[config.mk]
export PLATFORM = sky130hd
export DESIGN_NAME = battery_voltage_monitor_unit
export DESIGN_NICKNAME = d
export VERILOG_FILES = /design/src/rtl/bvm_pkg.sv /design/src/rtl/battery_voltage_monitor_unit.sv /design/src/rtl/bvm_update.sv
export SDC_FILE = /design/constraint.sdc
export NUM_CORES = 1
export LEC_CHECK = 0
export BUFFER_PORTS_ARGS = -buffer_cell sky130_fd_sc_hd__buf_2
export CORE_MARGIN = 2
export CORE_UTILIZATION = 45
export CTS_BUF_LIST = sky130_fd_sc_hd__clkbuf_4
export DETAILED_ROUTE_END_ITERATION = 10
export SKIP_CTS_REPAIR_TIMING = 1
export SYNTH_ARGS = -nofsm -noshare
export SYNTH_HDL_FRONTEND = slang
export SYNTH_SLANG_ARGS = --single-unit
[constraint.sdc]
create_clock -name clk -period 15.6 [get_ports clk]
set_clock_uncertainty 0.1 [all_clocks]
set_input_delay 2.34 -clock clk [delete_from_list [all_inputs] [get_ports clk]]
set_output_delay 2.34 -clock clk [all_outputs]
set_load 0.05 [all_outputs]
[src/rtl/bvm_pkg.sv]
// Shared types, register codes and constants for the battery voltage monitor.
package bvm_pkg;

	localparam int SAMPLE_W   = 16;
	localparam int SUM_W      = 20;
	localparam int COUNT_W    = 4;
	localparam int LOWCNT_W   = 9;
	localparam int LIMIT_W    = 8;
	localparam int PERIOD_W   = 20;
	localparam int ACCUM_W    = 21;
	localparam int CFG_DATA_W = 20;
	localparam int CFG_IDX_W  = 2;
	localparam int TRIM_SHIFT = 3;

	localparam logic [COUNT_W-1:0] WINDOW_LEN = 4'd10;

	localparam logic [SAMPLE_W-1:0] LOW_THRESHOLD_RST   = 16'd610;
	localparam logic [LIMIT_W-1:0]  LOW_COUNT_LIMIT_RST = 8'd5;
	localparam logic [PERIOD_W-1:0] ALERT_PERIOD_RST    = 20'd300000;
	localparam logic [PERIOD_W-1:0] CHECK_INTERVAL_RST  = 20'd30000;
	localparam logic [ACCUM_W-1:0]  ALERT_ACCUM_RST     = 21'd300000;

	// Register indexes on the write port
	localparam logic [CFG_IDX_W-1:0] CFG_LOW_THRESHOLD   = 2'd0;
	localparam logic [CFG_IDX_W-1:0] CFG_LOW_COUNT_LIMIT = 2'd1;
	localparam logic [CFG_IDX_W-1:0] CFG_ALERT_PERIOD    = 2'd2;
	localparam logic [CFG_IDX_W-1:0] CFG_CHECK_INTERVAL  = 2'd3;

	// Battery status codes
	localparam logic [1:0] STATUS_FULL     = 2'd0;
	localparam logic [1:0] STATUS_LOW      = 2'd1;
	localparam logic [1:0] STATUS_SHUTDOWN = 2'd2;

	// Request function codes
	localparam logic FUNC_PERIODIC = 1'b0;
	localparam logic FUNC_STARTUP  = 1'b1;

	typedef struct packed {
		logic                func;
		logic [SAMPLE_W-1:0] sample;
	} smp_t;

	typedef struct packed {
		logic [SAMPLE_W-1:0] average;
		logic [1:0]          status;
		logic                alert_tone;
		logic                shutdown_event;
		logic                from_startup;
	} res_t;

	typedef struct packed {
		logic [SAMPLE_W-1:0] low_threshold;
		logic [LIMIT_W-1:0]  low_count_limit;
		logic [PERIOD_W-1:0] alert_period;
		logic [PERIOD_W-1:0] check_interval;
	} cfg_t;

	typedef struct packed {
		logic [COUNT_W-1:0]  window_count;
		logic [SUM_W-1:0]    window_sum;
		logic [SAMPLE_W-1:0] window_max;
		logic [SAMPLE_W-1:0] window_min;
		logic [LOWCNT_W-1:0] low_count;
		logic [ACCUM_W-1:0]  alert_accum;
		logic [1:0]          battery_status;
	} state_t;

endpackage

[src/rtl/battery_voltage_monitor_unit.sv]
// Top level of the battery voltage monitor: request register, update logic, result register.
//
// Usage:
//   Sample channel (smp_valid / smp_stall / smp): each request carries func and an ADC
//   sample. func 0 adds the sample to the current window of ten; only the tenth sample
//   of a window gives a result. func 1 is a startup check that always gives a result.
//   Result channel (res_valid / res_stall / res): average, status, alert_tone,
//   shutdown_event and from_startup.
//   Config port (cfg_we / cfg_index / cfg_data): write low_threshold, low_count_limit,
//   alert_period and check_interval only while no request is in flight.
// Pipeline and throughput:
//   A request taken is held in the request register, runs through the combinational
//   update logic and its result is loaded into the result register. One request per
//   cycle is taken while smp_stall is low; smp_stall rises only when a result is stalled.
// Reset:
//   arst_n clears the window, low counter and status, sets the alert timer and the
//   registers to their defaults, and empties both the request and result registers.
// Stall:
//   While res_stall holds a result, the result register keeps it; a request that would
//   give a new result waits in the request register and smp_stall rises. Requests
//   that give no result keep flowing.
module battery_voltage_monitor_unit (
	input  logic                                 clk,
	input  logic                                 arst_n,
	input  logic                                 smp_valid,
	output logic                                 smp_stall,
	input  bvm_pkg::smp_t                        smp,
	output logic                                 res_valid,
	input  logic                                 res_stall,
	output bvm_pkg::res_t                        res,
	input  logic                                 cfg_we,
	input  logic [bvm_pkg::CFG_IDX_W-1:0]        cfg_index,
	input  logic [bvm_pkg::CFG_DATA_W-1:0]       cfg_data
);
	import bvm_pkg::*;

	cfg_t   cfg_q;
	state_t st_q;
	state_t st_nxt;
	smp_t   smp_s1;
	logic   valid_s1;
	res_t   res_q;
	logic   res_valid_q;
	res_t   res_nxt;
	logic   has_res;
	logic   out_free;
	logic   adv_s1;
	logic   accept;

	bvm_update u_update (
		.cfg     (cfg_q),
		.st      (st_q),
		.item    (smp_s1),
		.st_nxt  (st_nxt),
		.has_res (has_res),
		.res     (res_nxt)
	);

	// The result register can take a new result when empty or being drained
	assign out_free  = !res_valid_q || !res_stall;
	// Advance the held request unless its result has nowhere to go
	assign adv_s1    = valid_s1 && (out_free || !has_res);
	assign smp_stall = valid_s1 && !adv_s1;
	assign accept    = smp_valid && !smp_stall;

	// Configuration registers
	always_ff @(posedge clk or negedge arst_n) begin
		if (!arst_n) begin
			cfg_q.low_threshold   <= LOW_THRESHOLD_RST;
			cfg_q.low_count_limit <= LOW_COUNT_LIMIT_RST;
			cfg_q.alert_period    <= ALERT_PERIOD_RST;
			cfg_q.check_interval  <= CHECK_INTERVAL_RST;
		end else if (cfg_we) begin
			unique case (cfg_index)
				CFG_LOW_THRESHOLD:   cfg_q.low_threshold   <= cfg_data[SAMPLE_W-1:0];
				CFG_LOW_COUNT_LIMIT: cfg_q.low_count_limit <= cfg_data[LIMIT_W-1:0];
				CFG_ALERT_PERIOD:    cfg_q.alert_period    <= cfg_data[PERIOD_W-1:0];
				CFG_CHECK_INTERVAL:  cfg_q.check_interval  <= cfg_data[PERIOD_W-1:0];
				default: begin
				end
			endcase
		end
	end

	// Monitor state: update once per advanced request
	always_ff @(posedge clk or negedge arst_n) begin
		if (!arst_n) begin
			st_q.window_count   <= '0;
			st_q.window_sum     <= '0;
			st_q.window_max     <= '0;
			st_q.window_min     <= '0;
			st_q.low_count      <= '0;
			st_q.alert_accum    <= ALERT_ACCUM_RST;
			st_q.battery_status <= STATUS_FULL;
		end else if (adv_s1) begin
			st_q <= st_nxt;
		end
	end

	// Request register control
	always_ff @(posedge clk or negedge arst_n) begin
		if (!arst_n) begin
			valid_s1 <= 1'b0;
		end else if (accept) begin
			valid_s1 <= 1'b1;
		end else if (adv_s1) begin
			valid_s1 <= 1'b0;
		end
	end

	// Request payload: load on accept, hold otherwise
	always_ff @(posedge clk) begin
		if (accept) begin
			smp_s1 <= smp;
		end
	end

	// Result register control
	always_ff @(posedge clk or negedge arst_n) begin
		if (!arst_n) begin
			res_valid_q <= 1'b0;
		end else if (adv_s1 && has_res) begin
			res_valid_q <= 1'b1;
		end else if (!res_stall) begin
			res_valid_q <= 1'b0;
		end
	end

	// Result payload: hold while stalled
	always_ff @(posedge clk) begin
		if (adv_s1 && has_res) begin
			res_q <= res_nxt;
		end
	end

	assign res_valid = res_valid_q;
	assign res       = res_q;

endmodule

[src/rtl/bvm_update.sv]
// Next-state and result logic for one request of the battery voltage monitor.
module bvm_update (
	input  bvm_pkg::cfg_t   cfg,
	input  bvm_pkg::state_t st,
	input  bvm_pkg::smp_t   item,
	output bvm_pkg::state_t st_nxt,
	output logic            has_res,
	output bvm_pkg::res_t   res
);
	import bvm_pkg::*;

	logic [SUM_W-1:0]    sum_new;
	logic [SAMPLE_W-1:0] max_new;
	logic [SAMPLE_W-1:0] min_new;
	logic [COUNT_W-1:0]  count_inc;
	logic [SUM_W-1:0]    trimmed;
	logic [SAMPLE_W-1:0] avg;
	logic [LOWCNT_W-1:0] lc_new;
	logic [LIMIT_W:0]    limit_ext;

	always_comb begin
		if (st.window_count == '0) begin
			sum_new = {{(SUM_W-SAMPLE_W){1'b0}}, item.sample};
			max_new = item.sample;
			min_new = item.sample;
		end else begin
			sum_new = st.window_sum + {{(SUM_W-SAMPLE_W){1'b0}}, item.sample};
			max_new = (item.sample > st.window_max) ? item.sample : st.window_max;
			min_new = (item.sample < st.window_min) ? item.sample : st.window_min;
		end
		count_inc = st.window_count + 4'd1;
		trimmed   = sum_new - {{(SUM_W-SAMPLE_W){1'b0}}, max_new}
		                    - {{(SUM_W-SAMPLE_W){1'b0}}, min_new};
		avg       = trimmed[TRIM_SHIFT +: SAMPLE_W];
		limit_ext = {1'b0, cfg.low_count_limit};
		lc_new    = (st.low_count <= LOWCNT_W'(limit_ext)) ? st.low_count + 9'd1
		                                                   : st.low_count;
	end

	always_comb begin
		st_nxt  = st;
		has_res = 1'b0;
		res     = '0;
		if (item.func == FUNC_STARTUP) begin
			has_res = 1'b1;
			if (item.sample < cfg.low_threshold) begin
				st_nxt.battery_status = STATUS_SHUTDOWN;
				res.shutdown_event    = 1'b1;
			end
			res.average      = item.sample;
			res.status       = st_nxt.battery_status;
			res.from_startup = 1'b1;
		end else begin
			st_nxt.window_sum = sum_new;
			st_nxt.window_max = max_new;
			st_nxt.window_min = min_new;
			if (count_inc < WINDOW_LEN) begin
				st_nxt.window_count = count_inc;
			end else begin
				st_nxt.window_count = '0;
				has_res             = 1'b1;
				if (avg < cfg.low_threshold) begin
					st_nxt.low_count = lc_new;
					if (lc_new > LOWCNT_W'(limit_ext)) begin
						st_nxt.battery_status = STATUS_SHUTDOWN;
						res.shutdown_event    = 1'b1;
					end else begin
						if (st.battery_status == STATUS_FULL) begin
							st_nxt.battery_status = STATUS_LOW;
						end
						if (st.alert_accum > {1'b0, cfg.alert_period}) begin
							st_nxt.alert_accum = '0;
							res.alert_tone     = 1'b1;
						end else begin
							st_nxt.alert_accum = st.alert_accum + {1'b0, cfg.check_interval};
						end
					end
				end
				res.average = avg;
				res.status  = st_nxt.battery_status;
			end
		end
	end

endmodule

; Word-level counts from Yosys, hierarchy flattened
; Cells that the tools add are included.
; Widths: inputs -> output; s select.
[op_classes]
n_addsub = 6
order_cmp = 8
eq_ne = 5
mux = 29
n_bitwise = 4
reduce_logical = 24
[op_table]
columns = cell, count
row1 = $mux 16, 4
row2 = $lt 16x16->1, 3
row3 = $mux 20, 2
row4 = $sub 19x16->19, 2
row5 = $add 21x20->21, 1
row6 = $gt 21x20->1, 1
row7 = $mux 21, 1
row8 = $add 20x16->20, 1
row9 = $mux 18, 1
row10 = $gt 16x16->1, 1
row11 = $mux 2, 7
row12 = $mux 1, 12
row13 = $reduce_and 2->1, 6
row14 = $add 9x1->9 const B, 1
row15 = $gt 9x8->1, 1
row16 = $le 9x8->1, 1
row17 = $mux 9, 1
row18 = $logic_not 1->1, 5
row19 = $reduce_and 5->1, 1
row20 = $add 4x1->4 const B, 1
row21 = $eq 2x2->1 const B, 2
row22 = $logic_and 1x1->1, 4
row23 = $logic_not 2->1, 2
row24 = $logic_not 4->1, 1
row25 = 10 further kinds, 14
[word_totals]
ff_bits = 192
input_bits = 44
output_inout_bits = 23
wordCells = 96

; Depth between registers and ports, before layout
; Gate-level depths: netlist of run 1.
[depth]
depth_word = 12
ltp_mapped = 31
ltp_nobuf = 29

; Cells and area by module
; Synthesis of run 1 repeated with hierarchy kept, for this count alone.
[hier_totals]
cells_unflattened = 1699
hier_area_um2 = 15507.4
[modules_own_cells]
columns = mod, instances, cells_each, area_per_inst_um2, seq_area_each_um2
row1 = battery_voltage_monitor_unit, 1, 684, 8334.2, 5031.1
row2 = bvm_update, 1, 1015, 7173.1, 0.0

; Worst setup path after synthesis of run 1
; No wires, ideal clock.
[synth_path]
kind = register to register
start = register smp_s1[1] in the netlist's numbering
end = register st_q[24] in the netlist's numbering
setup_ns = 0.125
arrival_ns = 6.513
required_time_ns = 15.375
setup_slack_ns = 8.862
path_stages_with_launch = 25
n_path_buf = 1
period_less_slack_ns = 6.738
path_cell_list = edfxtp_1 > ha_1 > a21o_1 > a21o_1 > a211oi_1 > o21ai_0 > a221o_1 > a21oi_1 > buf_2 > mux2i_1 > fa_1 > ha_1 > and4_1 > o2111ai_1 > o21a_1 > a21oi_1 > o41ai_1 > nand2_1 > xnor2_1 > ha_1 > nand4_1 > a2111oi_0 > a211oi_2 > nand3_1 > mux2_2
[synth_between]
elab_chain_len = 7
elab_cells_between_ends = 12
cone_classes = 3 x add/sub / 3 x order compare / 5 x mux / 1 x reduce/logical
[synth_rtl]
columns = element, line
row1 = start: declaration, battery_voltage_monitor_unit.sv:40  ; smp_t smp_s1;
row2 = start signal: assignment, battery_voltage_monitor_unit.sv:114  ; smp_s1 <= smp;
row3 = $gt 16x16->1, bvm_update.sv:28  ; max_new = (item.sample > st.window_max) ? item.sample : st.window_max;
row4 = $mux 16, bvm_update.sv:28
row5 = $mux 16, bvm_update.sv:22  ; if (st.window_count == '0) begin
row6 = $sub 19x16->19, bvm_update.sv:32  ; trimmed = sum_new - {{(SUM_W-SAMPLE_W){1'b0}}, max_new}
row7 = $sub 19x16->19 (*), bvm_update.sv:33  ; - {{(SUM_W-SAMPLE_W){1'b0}}, min_new};
row8 = $lt 16x16->1 (*), bvm_update.sv:62  ; if (avg < cfg.low_threshold) begin
row9 = $reduce_and 4->1 (no source line) (*), -
row10 = end signal: assignment, battery_voltage_monitor_unit.sv:96  ; st_q <= st_nxt;
row11 = end: declaration, battery_voltage_monitor_unit.sv:38  ; state_t st_q;
; Mark *: on every way between the ends. The rest lies on a longest branch, timed or not.
; A chain may end at the register's enable or synchronous reset.

; Worst setup path after layout of run 1
[layout_path]
start = register smp_s1[1] in the netlist's numbering
end = register st_q[19] in the netlist's numbering
[layout_between]
elab_chain_len = 7
elab_cells_between_ends = 12
cone_classes = 3 x add/sub / 3 x order compare / 5 x mux / 1 x reduce/logical
[layout_rtl]
columns = element, line
row1 = $gt 16x16->1, bvm_update.sv:28
row2 = $mux 16, bvm_update.sv:28
row3 = $mux 16, bvm_update.sv:22
row4 = net u_update.max_new[2], bvm_update.sv:13  ; logic [SAMPLE_W-1:0] max_new;
row5 = $sub 19x16->19, bvm_update.sv:32
row6 = $sub 19x16->19, bvm_update.sv:33
row7 = $lt 16x16->1, bvm_update.sv:62
row8 = $reduce_and 5->1 (no source line), -
; The timed path passes the listed nets, and every way through them passes these cells.

==> results of run 1 <==
==> flip-flops by register name (all words and copies together), names as in the netlist <==
name       count
cfg_q         64
res           21
res_valid      1
smp_s1        17
st_q          87
valid_s1       1
==> synth_stat cells (all sizes together), types with 6 or more instances <==
master / number / area share [%]
xnor2: 23 / 1.6
nand2: 93 / 2.7
xor2: 27 / 1.8
a21o: 39 / 2.3
o21ai: 83 / 3.2
inv: 101 / 2.9
a31oi: 6 / 0.29
nand2b: 9 / 0.43
clkbuf: 24 / 0.70
mux2i: 32 / 2.5
and2: 6 / 0.29
o31ai: 18 / 1.2
a211oi: 11 / 0.71
o21a: 14 / 0.81
or3: 8 / 0.39
dfrtp: 124 / 24
nor2b: 9 / 0.43
dfstp: 29 / 5.9
mux2: 97 / 8.4
nand4: 18 / 0.92
a22o: 14 / 0.95
nor3: 20 / 0.77
a21oi: 80 / 3.1
buf: 6 / 0.23
edfxtp: 38 / 8.8
fa: 16 / 2.5
nor2: 59 / 1.7
ha: 154 / 15
nand3: 13 / 0.50
a211o: 6 / 0.41
==> final timing paths <==
check	from	to	depth (start not counted)
setup / recovery	smp_s1[1]	st_q[19]	26
hold / removal	st_q[8]	st_q[8]	2
min in group asynchronous	arst_n	cfg_q[37]	1
hold reg to reg	st_q[8]	st_q[8]	2
setup reg to reg	smp_s1[1]	st_q[19]	26
max in group asynchronous	arst_n	st_q[63]	2
==> cell type report <==
type                            instances  area [um2]  share of cell area, %
Tap cell                              384         480                   3.41
Timing Repair Buffer                   83         464                   3.29
Multi-Input combinational cell        930        7470                   53.0
Clock inverter                         14         168                   1.19
Antenna cell                            1        2.50                 0.0177
Inverter                              101         379                   2.69
Sequential cell                       191        5010                   35.5
Clock buffer                           18         135                  0.958
==> critical path, delay by kind of cell (launching register included) <==
family                   cells  cell delay, ns
multiplexers                 1            0.44
AND/OR/NAND/NOR              5            0.86
AO/OA/AOI/OAI               13            3.88
XOR/XNOR                     1            0.19
buffers and inverters        2            0.37
flip-flops                   1            0.62
adder cells (fa/ha/maj)      4            1.47
==> logic make-up after synthesis <==
| group | synth area share [%] |
|---|---|
| compound gates | 16.0 |
| mux | 10.9 |
| buf+inv | 3.85 |
| flops | 38.6 |
| xor+xnor | 3.38 |
| simple gates | 9.90 |
| fa+ha+maj | 17.3 |
==> routing by layer <==
| layer | vias to the layer above | GRT usage, % | wire length [um] |
|---|---|---|---|
| li1 | 4703 | - | - |
| met5 | - | 0 | 0 |
| met1 | 4638 | 31.2 | 15700 |
| met4 | 0 | 5.85 | 561 |
| met2 | 183 | 32.7 | 13600 |
| met3 | 24 | 3.03 | 1080 |
==> metrics by stage <==
stage                     util, %  hold slack (ns)  instances
after detailed placement     48.4            0.374       1689
after global routing         49.4            0.419       1722
after CTS                    49.4            0.399       1721
after global placement       48.4            0.372       1689
after floorplan                 -            0.324       1252
final                        49.4            0.396       1722
==> results.yml, run 1 <==
run_status:
  status: "complete, no violations"
final_layout:
  layout_commonest_cell: "ha_1"
  final_nets: 1538
  final_cell_area_um2: 14100
  area_growth_pct: 8.93
  mostFrequentLayoutCells: "ha_1, dfrtp_1, inv_1"
  fill_cells: 2680
  drive_above_1_share_pct: 19.7
detailed_routing:
  via_count: 9548
  dr.pass1.iters: 5
  ant_nets: 0
  finalWirelength_mm: 30.9
  remaining_drc_errors: 0
  vias_per_cell: 5.54
  initialDrtViolationCount: 633
  wire_per_inst_um: 18.0
clock_network:
  htreeDepth: 4
  clock_latency_ns: 0.63
  cts_buffers: 17
  clkTransAtPathRegs_ns: 0.17
  cts_tree: "done"
  cts_sinks: 191
  clockBufferDepth: 2
  cts_root_buf: "clkbuf_4"
floorplan:
  die_h_um: 174
  ioPinCount: 67
  start_util_pct: 45.4
  num_rows: 62
  coreArea_um2: 28500
  die_w_um: 174
  die-area_um2: 30200
critical_path:
  r2r_slack_ns: 7.56
  critPathCaptureType: "register"
  cp.arrival_ns: 8.46
  crit_required_ns: 16.01
  cp-start-kind: "register"
  max_stage_delay_ns: 0.88
  critPathKind: "reg -> reg"
  cpMostUsedCell: "ha_1"
  cp_slowest_cell: "o21ai_2"
  crit_fanout: 35
timing:
  final.setup.tns_ns: 0
  setup_violations: 0
  tightest_slew_ns: 1.10
  max_freq_mhz: 124
  post-route-period-util_pct: 51.5
  final-max-slew-violation-count: 0
  finalHoldViolCount: 0
  finalCriticalPeriod_ns: 8.04
  finalWorstSetupSlack_ns: 7.56
  rsz0062_at_grt: "no"
  slew_headroom_pct: 26.4
global_route:
  grt_max_degree: 95
  grt_overflow: 0
  antenna_found_initial: 1
  grt_pass1_wl_mm: 50.6
  grt_pass1_vias: 9396
  track_usage_pct: 21.2
yosys:
  yosysWarnings: 0
  async_flop_share_pct: 80.1
  synth_ff_type: "dfrtp_1"
  ys_ff_latch: 191
  synth-edff-count: 38
  yosysSeqAreaShare_pct: 38.6
  synth.avg_cell_area_um2: 10.3
  syn_area_um2: 13000
  synthCells: 1252
  syn_nets: 1466
  ys_types: 67
place:
  dp_hpwl_mm: 23.1
  place_congestion: 0.870
  io_buffers: 66
  place_area_um2: 13800
  place_ws_ns: 7.66
job:
  max-cap-violations: 0
min_path:
  min_path_type: "reg -> reg"
Power of run 1 is left out: the tool's default activity adds up to more than one toggle a clock period on the data nets, which glitch-free logic cannot reach.
==> inputs of run 2 (changes only) <==
==> constraint.sdc (replaced) <==
create_clock -name clk -period 7.44 [get_ports clk]
set_clock_uncertainty 0.1 [all_clocks]
set_input_delay 1.116 -clock clk [delete_from_list [all_inputs] [get_ports clk]]
set_output_delay 1.116 -clock clk [all_outputs]
set_load 0.05 [all_outputs]
==> run 2 against run 1 <==
Die area stayed put. Sequential share of layout area decreased by 0.36 points. Worst setup slack got worse by 7.2 ns. Hold slack lost 0.016 ns. First-iteration DRC count up 5.8%. Non-clock buffer count up 16. Design area rose by 1.0%. Via count is 0.67% higher. Routed wire length rose by 0.75%. Final cell count is 0.93% higher. Register-to-register slack lost 7.2 ns.
==> results.yml, run 2 (same netlist as run 1, synthesis figures left out) <==
global_route:
  grt_max_degree: 80
  track_usage_pct: 21.6
  grt_pass1_wl_mm: 51.4
  grt_pass1_vias: 9398
  grt_overflow: 0
  antenna_found_initial: 1
timing:
  rsz0062_at_grt: "yes"
  slew_headroom_pct: 34.2
  finalHoldViolCount: 0
  tightest_slew_ns: 0.987
  holdWs_ns: 0.380
  finalWorstSetupSlack_ns: 0.324
  post-route-period-util_pct: 95.6
  max_freq_mhz: 141
  setup_violations: 0
  final.setup.tns_ns: 0
  final-max-slew-violation-count: 0
  finalCriticalPeriod_ns: 7.12
critical_path:
  critPathKind: "reg -> reg"
  crit_start: "smp_s1[1]"
  crit_fanout: 7
  critPathCaptureType: "register"
  crit_required_ns: 7.90
  r2r_cells: 26
  cp-start-kind: "register"
  reg2reg_to: "st_q[17]"
  cp.arrival_ns: 7.58
  r2r-start: "smp_s1[1]"
  cp-endpoint: "st_q[17]"
  r2r_slack_ns: 0.32
floorplan:
  coreArea_um2: 28500
  die-area_um2: 30200
  num_rows: 62
  die_w_um: 174
  ioPinCount: 67
  start_util_pct: 45.4
  die_h_um: 174
detailed_routing:
  via_count: 9612
  wire_per_inst_um: 17.9
  vias_per_cell: 5.53
  dr.pass1.iters: 5
  finalWirelength_mm: 31.2
  ant_nets: 0
  initialDrtViolationCount: 670
  remaining_drc_errors: 0
final_layout:
  drive_above_1_share_pct: 20.8
  layout_commonest_cell: "ha_1"
  final_nets: 1554
  final_util_pct: 49.9
  top_register: "st_q"
  mostFrequentLayoutCells: "ha_1, dfrtp_1, inv_1"
  area_growth_pct: 10.0
  largest_reg_flops: 87
place:
  dp_hpwl_mm: 23.5
  place_congestion: 0.876
  place_ws_ns: 0.152
  io_buffers: 66
clock_network:
  cts_root_buf: "clkbuf_4"
  cts_tree: "done"
  cts_buffers: 17
  clkTransAtPathRegs_ns: 0.17
  htreeDepth: 4
  clock_latency_ns: 0.64
  clockBufferDepth: 2
  cts_sinks: 191
run_status:
  status: "complete, no violations"
min_path:
  min_path_type: "in -> async"
job:
  max-cap-violations: 0
==> run 2: cell count changes in the layout (fill, tap and decap cells not counted), sizes merged <==
cell / change
buf: +16
clkinv: +2
bufinv: -1
clkinvlp: -1
==> run 2: worst min-delay path by stage <==
stage | start | endpoint | slack (ns) | depth (start not counted)
finish | arst_n | cfg_q[37] | 0.38 | 1
global route | arst_n | st_q[21] | 0.41 | 1
CTS | arst_n | st_q[21] | 0.38 | 1
detailed placement | st_q[10] | st_q[10] | 0.37 | 2
global placement | st_q[20] | st_q[20] | 0.37 | 2
floorplan | smp_s1[16] | res[0] | 0.32 | 0
==> run 2: metal layers <==
metal | up-vias | GRT usage [%] | share of wire, %
met4 | 0 | 5.53 | 1.7
met5 | - | 0 | 0
met1 | 4666 | 31.6 | 50
li1 | 4732 | - | -
met3 | 31 | 3.05 | 3.6
met2 | 183 | 33.6 | 45
==> run 2: area by class of cell <==
cell class | instances | area (um2)
well taps | 384 | 480
fillers | 2723 | 14300
inverters | 101 | 379
repair buffers | 99 | 584
clock buffers | 18 | 135
flip-flops and latches | 191 | 5010
diodes | 1 | 2.50
multi-input cells | 930 | 7500
clock inverters | 14 | 164
==> run 2: worst max-delay path, cell delays in order (launching register included) <==
cell and delay [ns]:
edfxtp_1 0.51, ha_1 0.31, a21o_1 0.15, a21o_1 0.17, a211oi_1 0.24, o21ai_0 0.12
a221o_1 0.37, a21oi_4 0.24, mux2_2 0.38, fa_1 0.54, inv_1 0.04, ha_1 0.26
o21a_1 0.13, nor2_1 0.07, o31ai_1 0.37, a21oi_1 0.18, o21ai_0 0.23, xor2_1 0.29
ha_1 0.30, a21o_1 0.16, a21o_1 0.17, a21oi_1 0.26, nand4bb_1 0.23, a211oi_2 0.35
nand4_2 0.15, or2_1 0.41, o31ai_2 0.29
==> run 2: through the flow <==
stage | instance area (um2) | std cells
floorplan | 13000 | 1252
detailed placement | 13900 | 1701
global placement | 13900 | 1701
global route | 14300 | 1738
CTS | 14200 | 1733
finish | 14300 | 1738
Power of run 2 is left out for the same reason.
